`src/assert_macros.svh`:
```
// Assertion helpers for the framer core. Every use names its own label,
// clock and active-low reset.
`ifndef ASSERT_MACROS_SVH
`define ASSERT_MACROS_SVH

`ifndef SYNTHESIS
`define ASSERT_ALWAYS(lbl, clk, rst_n, expr) \
	lbl: assert property (@(posedge clk) disable iff (!rst_n) (expr)) \
		else $error("invariant violated");
`define ASSERT_IMPLY(lbl, clk, rst_n, ante, cons) \
	lbl: assert property (@(posedge clk) disable iff (!rst_n) (ante) |-> (cons)) \
		else $error("implication violated");
`else
`define ASSERT_ALWAYS(lbl, clk, rst_n, expr)
`define ASSERT_IMPLY(lbl, clk, rst_n, ante, cons)
`endif

`endif

```
`src/crcbf_pkg.sv`:
```
`timescale 1ns / 1ps
`default_nettype none

package crcbf_pkg;

	localparam int REG_AW      = 5;
	localparam int FIFO_DEPTH  = 4;
	localparam int FIFO_AW     = $clog2(FIFO_DEPTH);
	localparam int FIFO_CW     = $clog2(FIFO_DEPTH + 1);

	localparam logic [15:0] CRC_INIT = 16'hFFFF;
	localparam logic [15:0] CRC_POLY = 16'h1021;
	localparam logic [15:0] CRC_MSB  = 16'h8000;
	localparam logic [15:0] MAX_LEN_RESET = 16'hFFFF;

	localparam logic [2:0] REG_START_FIRST  = 3'd0;
	localparam logic [2:0] REG_START_SECOND = 3'd1;
	localparam logic [2:0] REG_END_FIRST    = 3'd2;
	localparam logic [2:0] REG_END_SECOND   = 3'd3;
	localparam logic [2:0] REG_MAX_LEN      = 3'd4;

	typedef struct packed {
		logic [7:0]  data_byte;
		logic [15:0] frame_len;
	} item_t;

	typedef struct packed {
		logic [7:0] out_byte;
		logic       frame_done;
		logic       run_last;
	} result_t;

	typedef struct packed {
		logic [7:0]  start_byte_first;
		logic [7:0]  start_byte_second;
		logic [7:0]  end_byte_first;
		logic [7:0]  end_byte_second;
		logic [15:0] max_payload_len;
	} cfg_t;

	// One classified payload byte on its way to the emitter.
	typedef struct packed {
		logic        first;
		logic        last;
		logic [7:0]  data_byte;
		logic [15:0] frame_len;
		logic [15:0] crc;
	} cmd_t;

	typedef struct packed {
		logic full;
		logic empty;
	} fifo_stat_t;

	// CRC-16/CCITT-FALSE update by one byte, MSB first.
	function automatic logic [15:0] crc16_byte(input logic [15:0] crc_in,
			input logic [7:0] b);
		logic [15:0] c;
		c = crc_in ^ {b, 8'h00};
		for (int i = 0; i < 8; i++) begin
			if ((c & CRC_MSB) != 16'h0000) begin
				c = {c[14:0], 1'b0} ^ CRC_POLY;
			end else begin
				c = {c[14:0], 1'b0};
			end
		end
		return c;
	endfunction

endpackage

`default_nettype wire

```
`src/crcbf_regs.sv`:
```
`timescale 1ns / 1ps
`default_nettype none

module crcbf_regs import crcbf_pkg::*; (
	input  wire logic              clk,
	input  wire logic              arst_n,
	input  wire logic              psel,
	input  wire logic              penable,
	input  wire logic              pwrite,
	input  wire logic [REG_AW-1:0] paddr,
	input  wire logic [31:0]       pwdata,
	output logic [31:0]            prdata,
	output cfg_t                   cfg
);

	cfg_t       cfg_q;
	logic       wr_en;
	logic [2:0] reg_idx;

	assign reg_idx = paddr[REG_AW-1:2];
	assign wr_en   = psel && penable && pwrite;
	assign cfg     = cfg_q;

	always_ff @(posedge clk or negedge arst_n) begin
		if (!arst_n) begin
			cfg_q.start_byte_first  <= 8'h00;
			cfg_q.start_byte_second <= 8'h00;
			cfg_q.end_byte_first    <= 8'h00;
			cfg_q.end_byte_second   <= 8'h00;
			cfg_q.max_payload_len   <= MAX_LEN_RESET;
		end else if (wr_en) begin
			case (reg_idx)
				REG_START_FIRST:  cfg_q.start_byte_first  <= pwdata[7:0];
				REG_START_SECOND: cfg_q.start_byte_second <= pwdata[7:0];
				REG_END_FIRST:    cfg_q.end_byte_first    <= pwdata[7:0];
				REG_END_SECOND:   cfg_q.end_byte_second   <= pwdata[7:0];
				REG_MAX_LEN:      cfg_q.max_payload_len   <= pwdata[15:0];
				default: ;
			endcase
		end
	end

	always_comb begin
		case (reg_idx)
			REG_START_FIRST:  prdata = {24'h0, cfg_q.start_byte_first};
			REG_START_SECOND: prdata = {24'h0, cfg_q.start_byte_second};
			REG_END_FIRST:    prdata = {24'h0, cfg_q.end_byte_first};
			REG_END_SECOND:   prdata = {24'h0, cfg_q.end_byte_second};
			REG_MAX_LEN:      prdata = {16'h0, cfg_q.max_payload_len};
			default:          prdata = 32'h0;
		endcase
	end

endmodule

`default_nettype wire

```
`src/crcbf_front.sv`:
```
`timescale 1ns / 1ps
`default_nettype none
`include "assert_macros.svh"

module crcbf_front import crcbf_pkg::*; (
	input  wire logic  clk,
	input  wire logic  arst_n,
	input  wire logic  item_valid,
	output logic       item_stall,
	input  item_t      item,
	input  wire logic [15:0] max_payload_len,
	input  fifo_stat_t fifo_stat,
	output logic       push,
	output cmd_t       push_cmd
);

	logic        in_frame_q;
	logic        discarding_q;
	logic [15:0] bytes_left_q;
	logic [15:0] crc_q;

	logic        accept;
	logic        start;
	logic        drop_zero;
	logic        disc;
	logic [15:0] len;
	logic [15:0] left_next;
	logic [15:0] crc_next;

	assign item_stall = fifo_stat.full;
	assign accept     = item_valid && !fifo_stat.full;

	always_comb begin
		start     = !in_frame_q;
		len       = start ? item.frame_len : bytes_left_q;
		drop_zero = start && (item.frame_len == 16'h0000);
		disc      = start ? (item.frame_len > max_payload_len) : discarding_q;
		left_next = len - 16'd1;
		crc_next  = crc16_byte(start ? CRC_INIT : crc_q, item.data_byte);
	end

	assign push               = accept && !drop_zero && !disc;
	assign push_cmd.first     = start;
	assign push_cmd.last      = (left_next == 16'h0000);
	assign push_cmd.data_byte = item.data_byte;
	assign push_cmd.frame_len = item.frame_len;
	assign push_cmd.crc       = crc_next;

	always_ff @(posedge clk or negedge arst_n) begin
		if (!arst_n) begin
			in_frame_q   <= 1'b0;
			discarding_q <= 1'b0;
			bytes_left_q <= 16'h0000;
			crc_q        <= CRC_INIT;
		end else if (accept && !drop_zero) begin
			in_frame_q   <= (left_next != 16'h0000);
			discarding_q <= disc && (left_next != 16'h0000);
			bytes_left_q <= left_next;
			if (!disc) begin
				crc_q <= crc_next;
			end
		end
	end

	`ASSERT_IMPLY(a_disc_in_frame, clk, arst_n, discarding_q, in_frame_q)

endmodule

`default_nettype wire

```
`src/crcbf_fifo.sv`:
```
`timescale 1ns / 1ps
`default_nettype none
`include "assert_macros.svh"

module crcbf_fifo import crcbf_pkg::*; (
	input  wire logic clk,
	input  wire logic arst_n,
	input  wire logic push,
	input  cmd_t      push_cmd,
	input  wire logic pop,
	output cmd_t      head,
	output fifo_stat_t stat
);

	cmd_t               mem_q [FIFO_DEPTH];
	logic [FIFO_AW-1:0] wr_ptr_q;
	logic [FIFO_AW-1:0] rd_ptr_q;
	logic [FIFO_CW-1:0] count_q;

	assign stat.full  = (count_q == FIFO_CW'(FIFO_DEPTH));
	assign stat.empty = (count_q == '0);
	assign head       = mem_q[rd_ptr_q];

	always_ff @(posedge clk) begin
		if (push) begin
			mem_q[wr_ptr_q] <= push_cmd;
		end
	end

	always_ff @(posedge clk or negedge arst_n) begin
		if (!arst_n) begin
			wr_ptr_q <= '0;
			rd_ptr_q <= '0;
			count_q  <= '0;
		end else begin
			if (push) begin
				wr_ptr_q <= wr_ptr_q + 1'b1;
			end
			if (pop) begin
				rd_ptr_q <= rd_ptr_q + 1'b1;
			end
			case ({push, pop})
				2'b10:   count_q <= count_q + 1'b1;
				2'b01:   count_q <= count_q - 1'b1;
				default: count_q <= count_q;
			endcase
		end
	end

	`ASSERT_ALWAYS(a_no_overflow, clk, arst_n, !(push && stat.full))
	`ASSERT_ALWAYS(a_no_underflow, clk, arst_n, !(pop && stat.empty))

endmodule

`default_nettype wire

```
`src/crcbf_back.sv`:
```
`timescale 1ns / 1ps
`default_nettype none
`include "assert_macros.svh"

module crcbf_back import crcbf_pkg::*; (
	input  wire logic clk,
	input  wire logic arst_n,
	input  cfg_t      cfg,
	input  cmd_t      head,
	input  fifo_stat_t fifo_stat,
	output logic      pop,
	output logic      result_valid,
	input  wire logic result_stall,
	output result_t   result
);

	typedef enum logic [8:0] {
		STEP_SOF1   = 9'b0_0000_0001,
		STEP_SOF2   = 9'b0_0000_0010,
		STEP_LEN_LO = 9'b0_0000_0100,
		STEP_LEN_HI = 9'b0_0000_1000,
		STEP_DATA   = 9'b0_0001_0000,
		STEP_CRC_LO = 9'b0_0010_0000,
		STEP_CRC_HI = 9'b0_0100_0000,
		STEP_EOF1   = 9'b0_1000_0000,
		STEP_EOF2   = 9'b1_0000_0000
	} step_t;

	logic       started_q;
	step_t      step_q;
	logic       result_valid_q;
	result_t    result_q;

	logic       can_emit;
	logic       emit;
	step_t      step;
	step_t      step_nxt;
	step_t      end_step;
	result_t    nxt;

	assign can_emit = !result_valid_q || !result_stall;
	assign emit     = can_emit && !fifo_stat.empty;

	always_comb begin
		step     = started_q ? step_q : (head.first ? STEP_SOF1 : STEP_DATA);
		end_step = head.last ? STEP_EOF2 : STEP_DATA;
		nxt.frame_done = 1'b0;
		nxt.run_last   = (step == end_step);
		case (step)
			STEP_SOF1:   nxt.out_byte = cfg.start_byte_first;
			STEP_SOF2:   nxt.out_byte = cfg.start_byte_second;
			STEP_LEN_LO: nxt.out_byte = head.frame_len[7:0];
			STEP_LEN_HI: nxt.out_byte = head.frame_len[15:8];
			STEP_DATA:   nxt.out_byte = head.data_byte;
			STEP_CRC_LO: nxt.out_byte = head.crc[7:0];
			STEP_CRC_HI: nxt.out_byte = head.crc[15:8];
			STEP_EOF1:   nxt.out_byte = cfg.end_byte_first;
			STEP_EOF2: begin
				nxt.out_byte   = cfg.end_byte_second;
				nxt.frame_done = 1'b1;
			end
			default:     nxt.out_byte = 8'h00;
		endcase
		case (step)
			STEP_SOF1:   step_nxt = STEP_SOF2;
			STEP_SOF2:   step_nxt = STEP_LEN_LO;
			STEP_LEN_LO: step_nxt = STEP_LEN_HI;
			STEP_LEN_HI: step_nxt = STEP_DATA;
			STEP_DATA:   step_nxt = STEP_CRC_LO;
			STEP_CRC_LO: step_nxt = STEP_CRC_HI;
			STEP_CRC_HI: step_nxt = STEP_EOF1;
			STEP_EOF1:   step_nxt = STEP_EOF2;
			default:     step_nxt = STEP_SOF1;
		endcase
	end

	assign pop = emit && (step == end_step);

	always_ff @(posedge clk or negedge arst_n) begin
		if (!arst_n) begin
			started_q      <= 1'b0;
			step_q         <= STEP_SOF1;
			result_valid_q <= 1'b0;
		end else begin
			if (can_emit) begin
				result_valid_q <= emit;
			end
			if (emit) begin
				started_q <= (step != end_step);
				step_q    <= step_nxt;
			end
		end
	end

	always_ff @(posedge clk) begin
		if (emit) begin
			result_q <= nxt;
		end
	end

	assign result_valid = result_valid_q;
	assign result       = result_q;

	`ASSERT_IMPLY(a_head_held, clk, arst_n, started_q, !fifo_stat.empty)

endmodule

`default_nettype wire

```
`src/crc16_byte_framer_core.sv`:
```
`timescale 1ns / 1ps
`default_nettype none

// Byte framer with CRC-16/CCITT-FALSE trailer.
// Input channel (item_valid, item_stall, item) carries one payload byte per
// transaction; frame_len is sampled only on the first byte of a frame. Each
// accepted frame comes out on the result channel as two start bytes, the
// length (low byte first), the payload, the CRC (low byte first) and two end
// bytes; frame_done marks the second end byte, run_last the final byte caused
// by one input transaction. Frames of length zero, or longer than
// max_payload_len, are consumed and produce nothing.
// An accepted item is written into the queue, then its first result into the
// output register. Throughput: one result per cycle while the queue holds
// entries and the receiver does not stall. A middle byte yields its data byte
// alone, a frame's first byte also the start bytes and length, its last byte
// also the CRC and end bytes. The output register is the limit; a four-entry
// queue between the classifier and the emitter lets input keep flowing while
// a header or trailer drains. When the receiver stalls, the output register
// holds its byte and the queue fills; item_stall rises once the queue is full.
// Reset clears the frame state, empties the queue and restores the register
// defaults (markers zero, maximum length 65535). The register port writes
// with psel, penable and pwrite high; pready is always high.

module crc16_byte_framer_core import crcbf_pkg::*; (
	input  wire logic              clk,
	input  wire logic              arst_n,
	input  wire logic              psel,
	input  wire logic              penable,
	input  wire logic              pwrite,
	input  wire logic [REG_AW-1:0] paddr,
	input  wire logic [31:0]       pwdata,
	output logic [31:0]            prdata,
	output logic                   pready,
	input  wire logic              item_valid,
	output logic                   item_stall,
	input  item_t                  item,
	output logic                   result_valid,
	input  wire logic              result_stall,
	output result_t                result
);

	cfg_t       cfg;
	fifo_stat_t fifo_stat;
	logic       push;
	logic       pop;
	cmd_t       push_cmd;
	cmd_t       head;

	// Zero wait-state register port.
	assign pready = 1'b1;

	crcbf_regs u_regs (
		.clk     (clk),
		.arst_n  (arst_n),
		.psel    (psel),
		.penable (penable),
		.pwrite  (pwrite),
		.paddr   (paddr),
		.pwdata  (pwdata),
		.prdata  (prdata),
		.cfg     (cfg)
	);

	// Front end: tracks the frame, drops rejected bytes and runs the CRC.
	crcbf_front u_front (
		.clk             (clk),
		.arst_n          (arst_n),
		.item_valid      (item_valid),
		.item_stall      (item_stall),
		.item            (item),
		.max_payload_len (cfg.max_payload_len),
		.fifo_stat       (fifo_stat),
		.push            (push),
		.push_cmd        (push_cmd)
	);

	crcbf_fifo u_fifo (
		.clk      (clk),
		.arst_n   (arst_n),
		.push     (push),
		.push_cmd (push_cmd),
		.pop      (pop),
		.head     (head),
		.stat     (fifo_stat)
	);

	// Back end: expands queued bytes into the header, data and trailer of a frame.
	crcbf_back u_back (
		.clk          (clk),
		.arst_n       (arst_n),
		.cfg          (cfg),
		.head         (head),
		.fifo_stat    (fifo_stat),
		.pop          (pop),
		.result_valid (result_valid),
		.result_stall (result_stall),
		.result       (result)
	);

endmodule

`default_nettype wire
```
`config.mk`:
```
export PLATFORM = sky130hd
export DESIGN_NAME = crc16_byte_framer_core
export DESIGN_NICKNAME = d
export VERILOG_FILES = /design/src/crcbf_pkg.sv /design/src/crcbf_regs.sv /design/src/crcbf_front.sv /design/src/crcbf_fifo.sv /design/src/crcbf_back.sv /design/src/crc16_byte_framer_core.sv
export VERILOG_INCLUDE_DIRS = /design/src /design/src/src
export SDC_FILE = /design/constraint.sdc
export NUM_CORES = 1
export LEC_CHECK = 0
export BUFFER_PORTS_ARGS = -buffer_cell sky130_fd_sc_hd__buf_4
export CAP_MARGIN = 20
export CELL_PAD_IN_SITES_DETAIL_PLACEMENT = 1
export CELL_PAD_IN_SITES_GLOBAL_PLACEMENT = 1
export CORE_ASPECT_RATIO = 1.4
export CORE_MARGIN = 2
export CORE_UTILIZATION = 50
export DETAILED_ROUTE_END_ITERATION = 10
export PLACE_DENSITY = 0.82
export SLEW_MARGIN = 10
export SYNTH_ARGS = -nofsm -noshare
export SYNTH_HDL_FRONTEND = slang
export SYNTH_SLANG_ARGS = --single-unit
```
`constraint.sdc`:
```
create_clock -name clk -period 3.9 [get_ports clk]
set_input_delay 0.78 -clock clk [delete_from_list [all_inputs] [get_ports clk]]
set_output_delay 0.78 -clock clk [all_outputs]
set_load 0.02 [all_outputs]
```
==> metrics.md, run 1 <==
| Metric | Value |
|---|---|
| Status | completed |
| Post-synth EDFFs | 178 |
| Yosys warning count | 0 |
| FF+latch count, synth | 278 |
| Syn avg cell area | 14.0 um2 |
| Worst Setup Start Kind | flop |
| Vias per cell | 6.02 |
| Multi-input logic area | 4910 um2 |
| CTS Hold Bufs | 0 |
| Area contributors post-synth | edfxtp_1, dfrtp_1, mux4_2 |
| Clock Latency Late Sink | 0.54 ns |
| Top cells by count, synth | edfxtp_1, nand2_1, dfrtp_1 |
| DP Area | 14100 um2 |
| Initial Utilization | 50.6% |
| Unique masters post-synth | 79 |
| Total track usage | 25.6% |
| Synth area leader | edfxtp_1 |
| Slew Viols, Final | 0 |
| Slowest CP cell | fa_1 |
| CTS max path bufs | 3 |
| Crit path DAT | 3.81 ns |
| Die width | 141 um |
| Sequential area share after synthesis | 59.9% |
| Setup TNS | 0 ns |
| Routed Antenna Nets | 0 |
| Period utilization | 85.9% |
| TritonCTS clock tree | done |
| Worst Tran Pin Value | 1.01 ns |
| Fillers | 2523 |
| Iteration-0 DRC Markers | 549 |
| Routed length per placed instance | 25.4 um |
| Unrepaired setup endpoints after global routing | no |
| CORE AREA | 26000 um2 |
| Gr ovfl total | 0 |
| Drt first pass iters | 5 |
| Num CTS Buffers | 27 |
| Ant diodes | 0 |
| Hold Vio Cnt, Final | 0 |
| Setup Fix Bufs, Post-CTS | 0 |
| Area share of the largest cell type after synthesis | 40.6% |
| Largest net degree at the start of global routing | 77 |
| Post-route minimum period | 3.35 ns |
| DR vias | 8277 |
| Req. time, crit path | 4.36 ns |
| CTS root buf | clkbuf_16 |
| FF/Latch Area | 7890 um2 |
| First-pass GRT wire length | 53300 um |
| Final setup margin | 0.550 ns |
| Most numerous cell in the Yosys netlist | edfxtp_1 |
| Ports | 113 |
| Cells after Synth | 940 |
| Maximum vdd drop | 0.342 mV |
| Row count | 70 |
| Share of layout cells above drive strength 1 | 29.7% |
| Worst-path clk slew | 0.07 ns |
| Clock Skew | 0.00864 ns |
| Antenna violations before repair | 1 |
| H-tree depth | 1 |
| Critical Path, Cell by Cell | nor3b_1 -> and2_1 -> a41oi_1 -> inv_2 -> mux2_2 -> nand2_1 -> inv_1 -> ha_1 -> inv_1 -> fa_1 -> xor2_1 -> nor2_1 -> xor2_1 |
| Worst stage delay on the critical path | 0.46 ns |
| Pwr dens | 683 nW/um2 |
| Layout overhead on the synthesized area | 14.1% |
| DRC | 0 |
| Maximum clock rate | 299 MHz |
| Leak pwr | 0.00569 uW |
| Crit Reg-Reg Startpoint | u_back.started_q |
| Vias in the first global route | 8947 |
| DP HPWL | 22800 um |
| Max cap viols | 0 |
| Asr flop ratio synth | 36.0% |
| Final instance area | 15000 um2 |
| RD Place Congestion | 0.849 |
| # resized after CTS | 0 |
| CP startpoint | u_back.started_q |
| Die ar. | 27700 um2 |
| Layout Nets | 1123 |
| Dpl ws | 0.265 ns |
| Max_slew headroom | 32.6% |
| Critical path class | reg -> reg |
| I/O Buffers | 77 |
| Crit end category | flop |
| Final setup vio count | 0 |
| CP Max Fanout | 10 |
| Syn Std Cell Area | 13200 um2 |
| Hold Path Class | in -> async |
| Top_reg_cell synth | edfxtp_1 |
| CTS sink count | 278 |
| Final wirelength | 34900 um |
| Die H | 196 um |
-- final cells by class --
cell class	instances	area share [%]
sequential	278	52.5
multi-input combinational	587	32.7
timing repair buffer	102	5.56
clock buffer	34	4.83
tap	324	2.70
inverter	35	0.891
clock inverter	16	0.841
-- state kept, by name, summed over array words and instances, names as in the netlist --
register and count:
u_front.bytes_left_q 16, u_fifo.wr_ptr_q 2, u_fifo.rd_ptr_q 2, u_front.discarding_q 1, u_back.result 10, u_regs.cfg 48, u_fifo.mem_q 168, u_back.step_q 9
u_back.result_valid 1, u_back.started_q 1, u_fifo.count_q 3, u_front.crc_q 16, u_front.in_frame_q 1
-- cell usage in the layout, fill, tap and decap left out, drive strengths merged, types with 19 or more instances in the layout --
cell / instances
dfrtp: 67
ha: 23
nand2: 71
o21ai: 40
nor2: 49
mux2i: 27
a21oi: 35
edfxtp: 178
mux4: 43
clkbuf: 34
xnor2: 39
inv: 36
buf: 102
nor3: 19
mux2: 55
dfstp: 33
-- stage by stage --
| step | util, % | std cells | hold WS [ns] | power, uW |
|---|---|---|---|---|
| floorplan | - | 955 | 0.444 | 6610 |
| global placement | 54.4 | 1325 | 0.457 | 7440 |
| detailed placement | 54.4 | 1325 | 0.495 | 7680 |
| CTS | 57.7 | 1375 | 0.440 | 10300 |
| global route | 57.8 | 1376 | 0.234 | 10700 |
| finish | 57.8 | 1376 | 0.213 | 10300 |
-- final timing paths --
| check | end | slack, ns | depth (start not counted) |
|---|---|---|---|
| setup / recovery | u_fifo.count_q[2] | 0.55 | 13 |
| setup reg to reg | u_fifo.count_q[2] | 0.55 | 13 |
| hold reg to reg | u_front.bytes_left_q[15] | 0.52 | 2 |
| min in group clk | u_regs.cfg[12] | 0.46 | 3 |
| max in group asynchronous | u_front.crc_q[6] | 2.67 | 3 |
| hold / removal | u_back.result_valid | 0.21 | 1 |
-- cells by family (layout without fill, tap and decap cells) --
group	count (synthesis)	count (layout)	synth area share [%]
buffers and inverters	90	187	3.46
XOR/XNOR	54	54	3.65
other	2	17	0.0570
multiplexers	125	125	14.2
flip-flops	278	278	59.9
adder cells (fa/ha/maj)	24	24	2.34
AO/OA/AOI/OAI	138	138	6.87
AND/OR/NAND/NOR	229	229	9.52
-- worst max-delay path: cells and delay by family, from the launching register on --
family                     cells  cell delay, ns
and+or+nand+nor                4            0.91
adders and majority gates      2            0.68
buffers and inverters          3            0.49
DFF                            1            0.41
xor gates and xnor gates       2            0.33
muxes                          1            0.25
AOI/OAI and AO/OA              1            0.21
-- per-layer routing --
layer	up-vias	GRT usage (%)	wire (um)
li1	3659	-	-
met1	4289	31.1	13400
met2	257	45.5	18500
met3	70	3.17	1540
met4	2	11.5	1540
met5	-	0	14
-- where the power goes --
group          internal (uW)  total [uW]  switching (uW)
logic                   1310        3290            1980
clock network           1400        2540            1140
registers               4070        4430             360
total                   6770       10300            3480
Power figures use the tool's default switching activity.
==> inputs of run 2 (changes only) <==
--- a/config.mk
+++ b/config.mk
@@ -14,7 +14,7 @@
 export CORE_MARGIN = 2
 export CORE_UTILIZATION = 50
 export DETAILED_ROUTE_END_ITERATION = 10
-export PLACE_DENSITY = 0.82
+export PLACE_DENSITY_LB_ADDON = 0.12
 export SLEW_MARGIN = 10
 export SYNTH_ARGS = -nofsm -noshare
 export SYNTH_HDL_FRONTEND = slang
==> metrics.md, run 2 (synthesis gave the netlist of run 1 again) <==
| Metric | Value |
|---|---|
| Gr ovfl total | 0 |
| Iteration-0 DRC Markers | 429 |
| Die H | 196 um |
| Vias in the first global route | 8643 |
| Worst Setup Start Kind | flop |
| Most Crowded Layer GR | met2 |
| Met1 Use GR | 32.2% |
| Biggest register | u_fifo.mem_q |
| Maximum clock rate | 293 MHz |
| Fillers | 2553 |
| Ant diodes | 0 |
| Total track usage | 24.6% |
| Layout overhead on the synthesized area | 14.3% |
| Power, Total | 10200 uW |
| Setup TNS | 0 ns |
| Worst reg2reg endpoint | u_fifo.mem_q[0][40] |
| Period utilization | 87.5% |
| Die width | 141 um |
| Vias per cell | 5.85 |
| I/O Buffers | 77 |
| DR vias | 8037 |
| Crit Reg-Reg Startpoint | u_front.in_frame_q |
| Initial Utilization | 50.6% |
| Pwr dens | 681 nW/um2 |
| Worst-path clk slew | 0.07 ns |
| Status | completed |
| Final wirelength | 33000 um |
| DP HPWL | 22600 um |
| Critical Path, Cell by Cell | o21ai_0 -> inv_1 -> ha_1 -> and4bb_1 -> o221ai_2 -> nor3_1 -> xnor2_1 -> mux2i_1 -> or3_1 -> nor3_2 |
| Routed length per placed instance | 24.0 um |
| Hold Path Class | in -> async |
| Number of flip-flops in the largest register | 168 |
| Clock Skew | 0.0152 ns |
| Comb power frac | 31.2% |
| Routed Antenna Nets | 0 |
| Sw frac | 33.0% |
| Unrepaired setup endpoints after global routing | no |
| Row count | 70 |
| Req. time, crit path | 4.24 ns |
| Share of layout cells above drive strength 1 | 29.6% |
| Largest net degree at the start of global routing | 48 |
| CTS max path bufs | 3 |
| Reg2reg setup slack | 0.49 ns |
| Slew Viols, Final | 0 |
| CTS Hold Bufs | 0 |
| Sw Pwr | 3380 uW |
| Leak pwr | 0.00570 uW |
| Worst Tran Pin Value | 1.05 ns |
| H-tree depth | 1 |
| Cell-internal power | 6870 uW |
| Most common cell after layout, fill and taps aside | edfxtp_1 |
| FF-to-FF path depth | 10 |
| Critical path class | reg -> reg |
| Ports | 113 |
| Worst stage delay on the critical path | 0.52 ns |
| Final setup vio count | 0 |
| Setup Fix Bufs, Post-CTS | 0 |
| CP startpoint | u_front.in_frame_q |
| Maximum vdd drop | 0.454 mV |
| Layout Nets | 1122 |
| DRC | 0 |
| Clock Latency Late Sink | 0.55 ns |
| Max cap viols | 0 |
| Crit end category | flop |
| Post-route minimum period | 3.41 ns |
| Max_slew headroom | 29.8% |
| Most frequent cells in the layout | edfxtp_1, buf_4, nand2_1 |
| Slowest CP cell | o221ai_2 |
| Die ar. | 27700 um2 |
| CORE AREA | 26000 um2 |
| # resized after CTS | 0 |
| CTS sink count | 278 |
| RD Place Congestion | 0.804 |
| Flop pwr share | 42.9% |
| First-pass GRT wire length | 51600 um |
| Drt first pass iters | 4 |
| Crit path DAT | 3.75 ns |
| Met3 Track Usage GR | 4.08% |
| CTS root buf | clkbuf_16 |
| Antenna violations before repair | 0 |
| CP Max Fanout | 11 |
| TritonCTS clock tree | done |
| Hold Vio Cnt, Final | 0 |
| Met2 Use GR | 42.4% |
| Clock power share | 25.9% |
| Num CTS Buffers | 27 |
run 2: layer usage:
metal / vias to the layer above / wire length, um
li1: 3656 / -
met1: 4172 / 13800
met2: 163 / 16900
met3: 46 / 1450
met4: 0 / 826
met5: - / 0
run 2: area by class of cell:
class	instances	area (um2)	area share (%)
flip-flops and latches	278	7890	52.4
clock buffers	32	704	4.68
repair buffers	101	821	5.45
well taps	324	405	2.69
inverters	35	134	0.889
multi-input cells	587	4910	32.6
clock inverters	18	190	1.26
run 2: how the worst max path moves through the flow:
stage | to | slack (ns) | cells past startpoint
after floorplan | u_fifo.mem_q[0][0] | 0.13 | 9
after global placement | u_fifo.mem_q[0][40] | 0.12 | 12
after detailed placement | u_fifo.mem_q[0][40] | 0.03 | 12
after CTS | u_fifo.mem_q[0][40] | 0.42 | 10
after global routing | u_fifo.mem_q[0][40] | 0.20 | 10
final | u_fifo.mem_q[0][40] | 0.49 | 10
run 2: through the flow:
stage,setup slack (ns),std cells,util [%],hold WS (ns),cell area (um2)
finish,0.489,1375,57.9,0.269,15100
global placement,0.123,1325,54.4,0.457,14200
CTS,0.421,1375,57.9,0.265,15100
floorplan,0.129,955,-,0.444,13200
global route,0.197,1375,57.9,0.294,15100
detailed placement,0.0279,1325,54.4,0.468,14200
run 2: power groups by stage:
stage          registers, uW  clock network, uW  logic (uW)
2_1_floorplan           4410                  0        2200
3_3_place_gp            4420                  0        3100
3_5_place_dp            4460                  0        3200
4_1_cts                 4400               2710        3240
5_1_grt                 4460               2810        3520
6_report                4400               2650        3200
run 2: critical path, delay by kind of cell (launching register included):
family                   cells  cell delay (ns)
AND/OR/NAND/NOR              4             1.13
AO/OA/AOI/OAI                2             0.88
flip-flops                   1             0.51
multiplexers                 1             0.14
XOR/XNOR                     1             0.17
adder cells (fa/ha/maj)      1             0.28
buffers and inverters        1             0.08
==> inputs of run 3 (changes only) <==
--- a/config.mk
+++ b/config.mk
@@ -6,14 +6,14 @@
 export SDC_FILE = /design/constraint.sdc
 export NUM_CORES = 1
 export LEC_CHECK = 0
-export BUFFER_PORTS_ARGS = -buffer_cell sky130_fd_sc_hd__buf_4
 export CAP_MARGIN = 20
 export CELL_PAD_IN_SITES_DETAIL_PLACEMENT = 1
 export CELL_PAD_IN_SITES_GLOBAL_PLACEMENT = 1
 export CORE_ASPECT_RATIO = 1.4
 export CORE_MARGIN = 2
-export CORE_UTILIZATION = 50
+export CORE_UTILIZATION = 53
 export DETAILED_ROUTE_END_ITERATION = 10
+export DONT_BUFFER_PORTS = 1
 export PLACE_DENSITY_LB_ADDON = 0.12
 export SLEW_MARGIN = 10
 export SYNTH_ARGS = -nofsm -noshare
==> metrics.md, run 3 (synthesis gave the netlist of run 1 again) <==
| Metric | Value |
|---|---|
| Clock Latency Late Sink | 0.55 ns |
| Fillers | 2373 |
| Most common cell after layout, fill and taps aside | edfxtp_1 |
| Ports | 113 |
| H-tree depth | 1 |
| Most frequent cells in the layout | edfxtp_1, nand2_1, dfrtp_1 |
| Crit end category | flop |
| Hold Path Class | in -> async |
| Setup Fix Bufs, Post-CTS | 0 |
| Die H | 191 um |
| Biggest register | u_fifo.mem_q |
| Maximum clock rate | 274 MHz |
| Hold Vio Cnt, Final | 0 |
| CORE AREA | 24600 um2 |
| Initial Utilization | 53.6% |
| Worst Setup Start Kind | flop |
| RD Place Congestion | 0.843 |
| Req. time, crit path | 4.16 ns |
| Worst Tran Pin Value | 1.03 ns |
| Max_slew headroom | 31.1% |
| Row count | 68 |
| Total track usage | 26.3% |
| Ant diodes | 0 |
| DRC | 0 |
| Critical path class | reg -> reg |
| Final setup vio count | 0 |
| Vias per cell | 6.12 |
| FF/Latch Area | 7890 um2 |
| CTS max path bufs | 3 |
| DP HPWL | 22400 um |
| Antenna violations before repair | 0 |
| Largest net degree at the start of global routing | 68 |
| Multi-input logic area | 4910 um2 |
| Maximum vdd drop | 0.509 mV |
| Pwr dens | 700 nW/um2 |
| Leak pwr | 0.00530 uW |
| Worst-path clk slew | 0.07 ns |
| Crit Reg-Reg Startpoint | u_front.in_frame_q |
| Clock Skew | 0.0140 ns |
| Slew Viols, Final | 0 |
| Share of layout cells above drive strength 1 | 23.0% |
| Setup TNS | 0 ns |
| # resized after CTS | 0 |
| CP startpoint | u_front.in_frame_q |
| Layout Nets | 1039 |
| TritonCTS clock tree | done |
| First-pass GRT wire length | 51200 um |
| Status | completed |
| Finished Layout Cells | 1283 |
| Layout overhead on the synthesized area | 9.63% |
| Final wirelength | 33400 um |
| Unrepaired setup endpoints after global routing | no |
| Num CTS Buffers | 27 |
| Vias in the first global route | 8702 |
| Post-route minimum period | 3.66 ns |
| Routed length per placed instance | 26.0 um |
| Drt first pass iters | 5 |
| CTS root buf | clkbuf_16 |
| Die ar. | 26100 um2 |
| Number of flip-flops in the largest register | 168 |
| Die width | 137 um |
| Routed Antenna Nets | 0 |
| Max cap viols | 0 |
| CTS sink count | 278 |
| Gr ovfl total | 0 |
| DR vias | 7849 |
| Period utilization | 93.7% |
| Iteration-0 DRC Markers | 418 |
| I/O Buffers | 0 |
| Crit path DAT | 3.92 ns |
| CP Max Fanout | 11 |
| Placed insts | 1232 |
[run 3: cell count changes in the layout (fill, tap and decap cells not counted), sizes merged]
cell,change
clkbuf,+6
clkinv,-5
buf,-83
inv,-1
[run 3: final cells by class]
class,instances,area share (%)
clock buffer,38,5.24
clock inverter,12,1.02
inverter,35,0.927
multi-input combinational,587,34.0
sequential,278,54.6
tap,315,2.73
timing repair buffer,18,1.40
[run 3: final timing paths]
kind	end	slack, ns	cells after the start
max in group asynchronous	u_front.in_frame_q	3.44	1
setup / recovery	u_fifo.mem_q[0][40]	0.24	10
min in group clk	u_fifo.mem_q[3][34]	0.33	0
hold / removal	u_regs.cfg[3]	0.07	0
setup reg to reg	u_fifo.mem_q[0][40]	0.24	10
hold reg to reg	u_front.bytes_left_q[15]	0.48	2
[run 3: per-stage QoR]
stage | instance area [um2] | worst slack, ns | total power [uW] | hold WS, ns | util (%)
2_1_floorplan | 13200 | 0.129 | 6610 | 0.444 | -
3_3_place_gp | 13500 | 0.201 | 7230 | 0.460 | 54.9
3_5_place_dp | 13500 | 0.0649 | 7470 | 0.472 | 54.9
4_1_cts | 14400 | 0.331 | 10200 | 0.0550 | 58.7
5_1_grt | 14400 | 0.0852 | 10600 | 0.0439 | 58.7
6_report | 14400 | 0.244 | 10100 | 0.0740 | 58.7
[run 3: what timing repair did]
| action | 4_1_cts | 5_1_grt |
|---|---|---|
| hold buffers | 1 | 0 |
| endpoints found under the hold margin | 67 | 0 |
| endpoints found under the setup margin | 0 | 0 |
[run 3: per-layer routing]
layer | up-vias | share of wire [%] | track usage [%]
li1 | 3485 | - | -
met4 | 0 | 3.6 | 10.3
met3 | 56 | 5.4 | 4.23
met2 | 232 | 52 | 46.2
met1 | 4076 | 39 | 32.4
met5 | - | 0 | 0
[run 3: power by group]
part | switching, uW | leakage, uW | internal [uW]
logic | 1770 | 0.00205 | 1180
registers | 405 | 0.00281 | 4070
clock network | 1120 | 0.000434 | 1560
[run 3: worst max-delay path: stages (launching register included)]
cell      delay [ns]
dfrtp_2         0.53
o21ai_0         0.30
inv_1           0.09
ha_1            0.28
and4bb_1        0.26
o221ai_2        0.50
nor3_1          0.12
xnor2_1         0.18
mux2i_1         0.15
or3_1           0.41
nor3_2          0.56
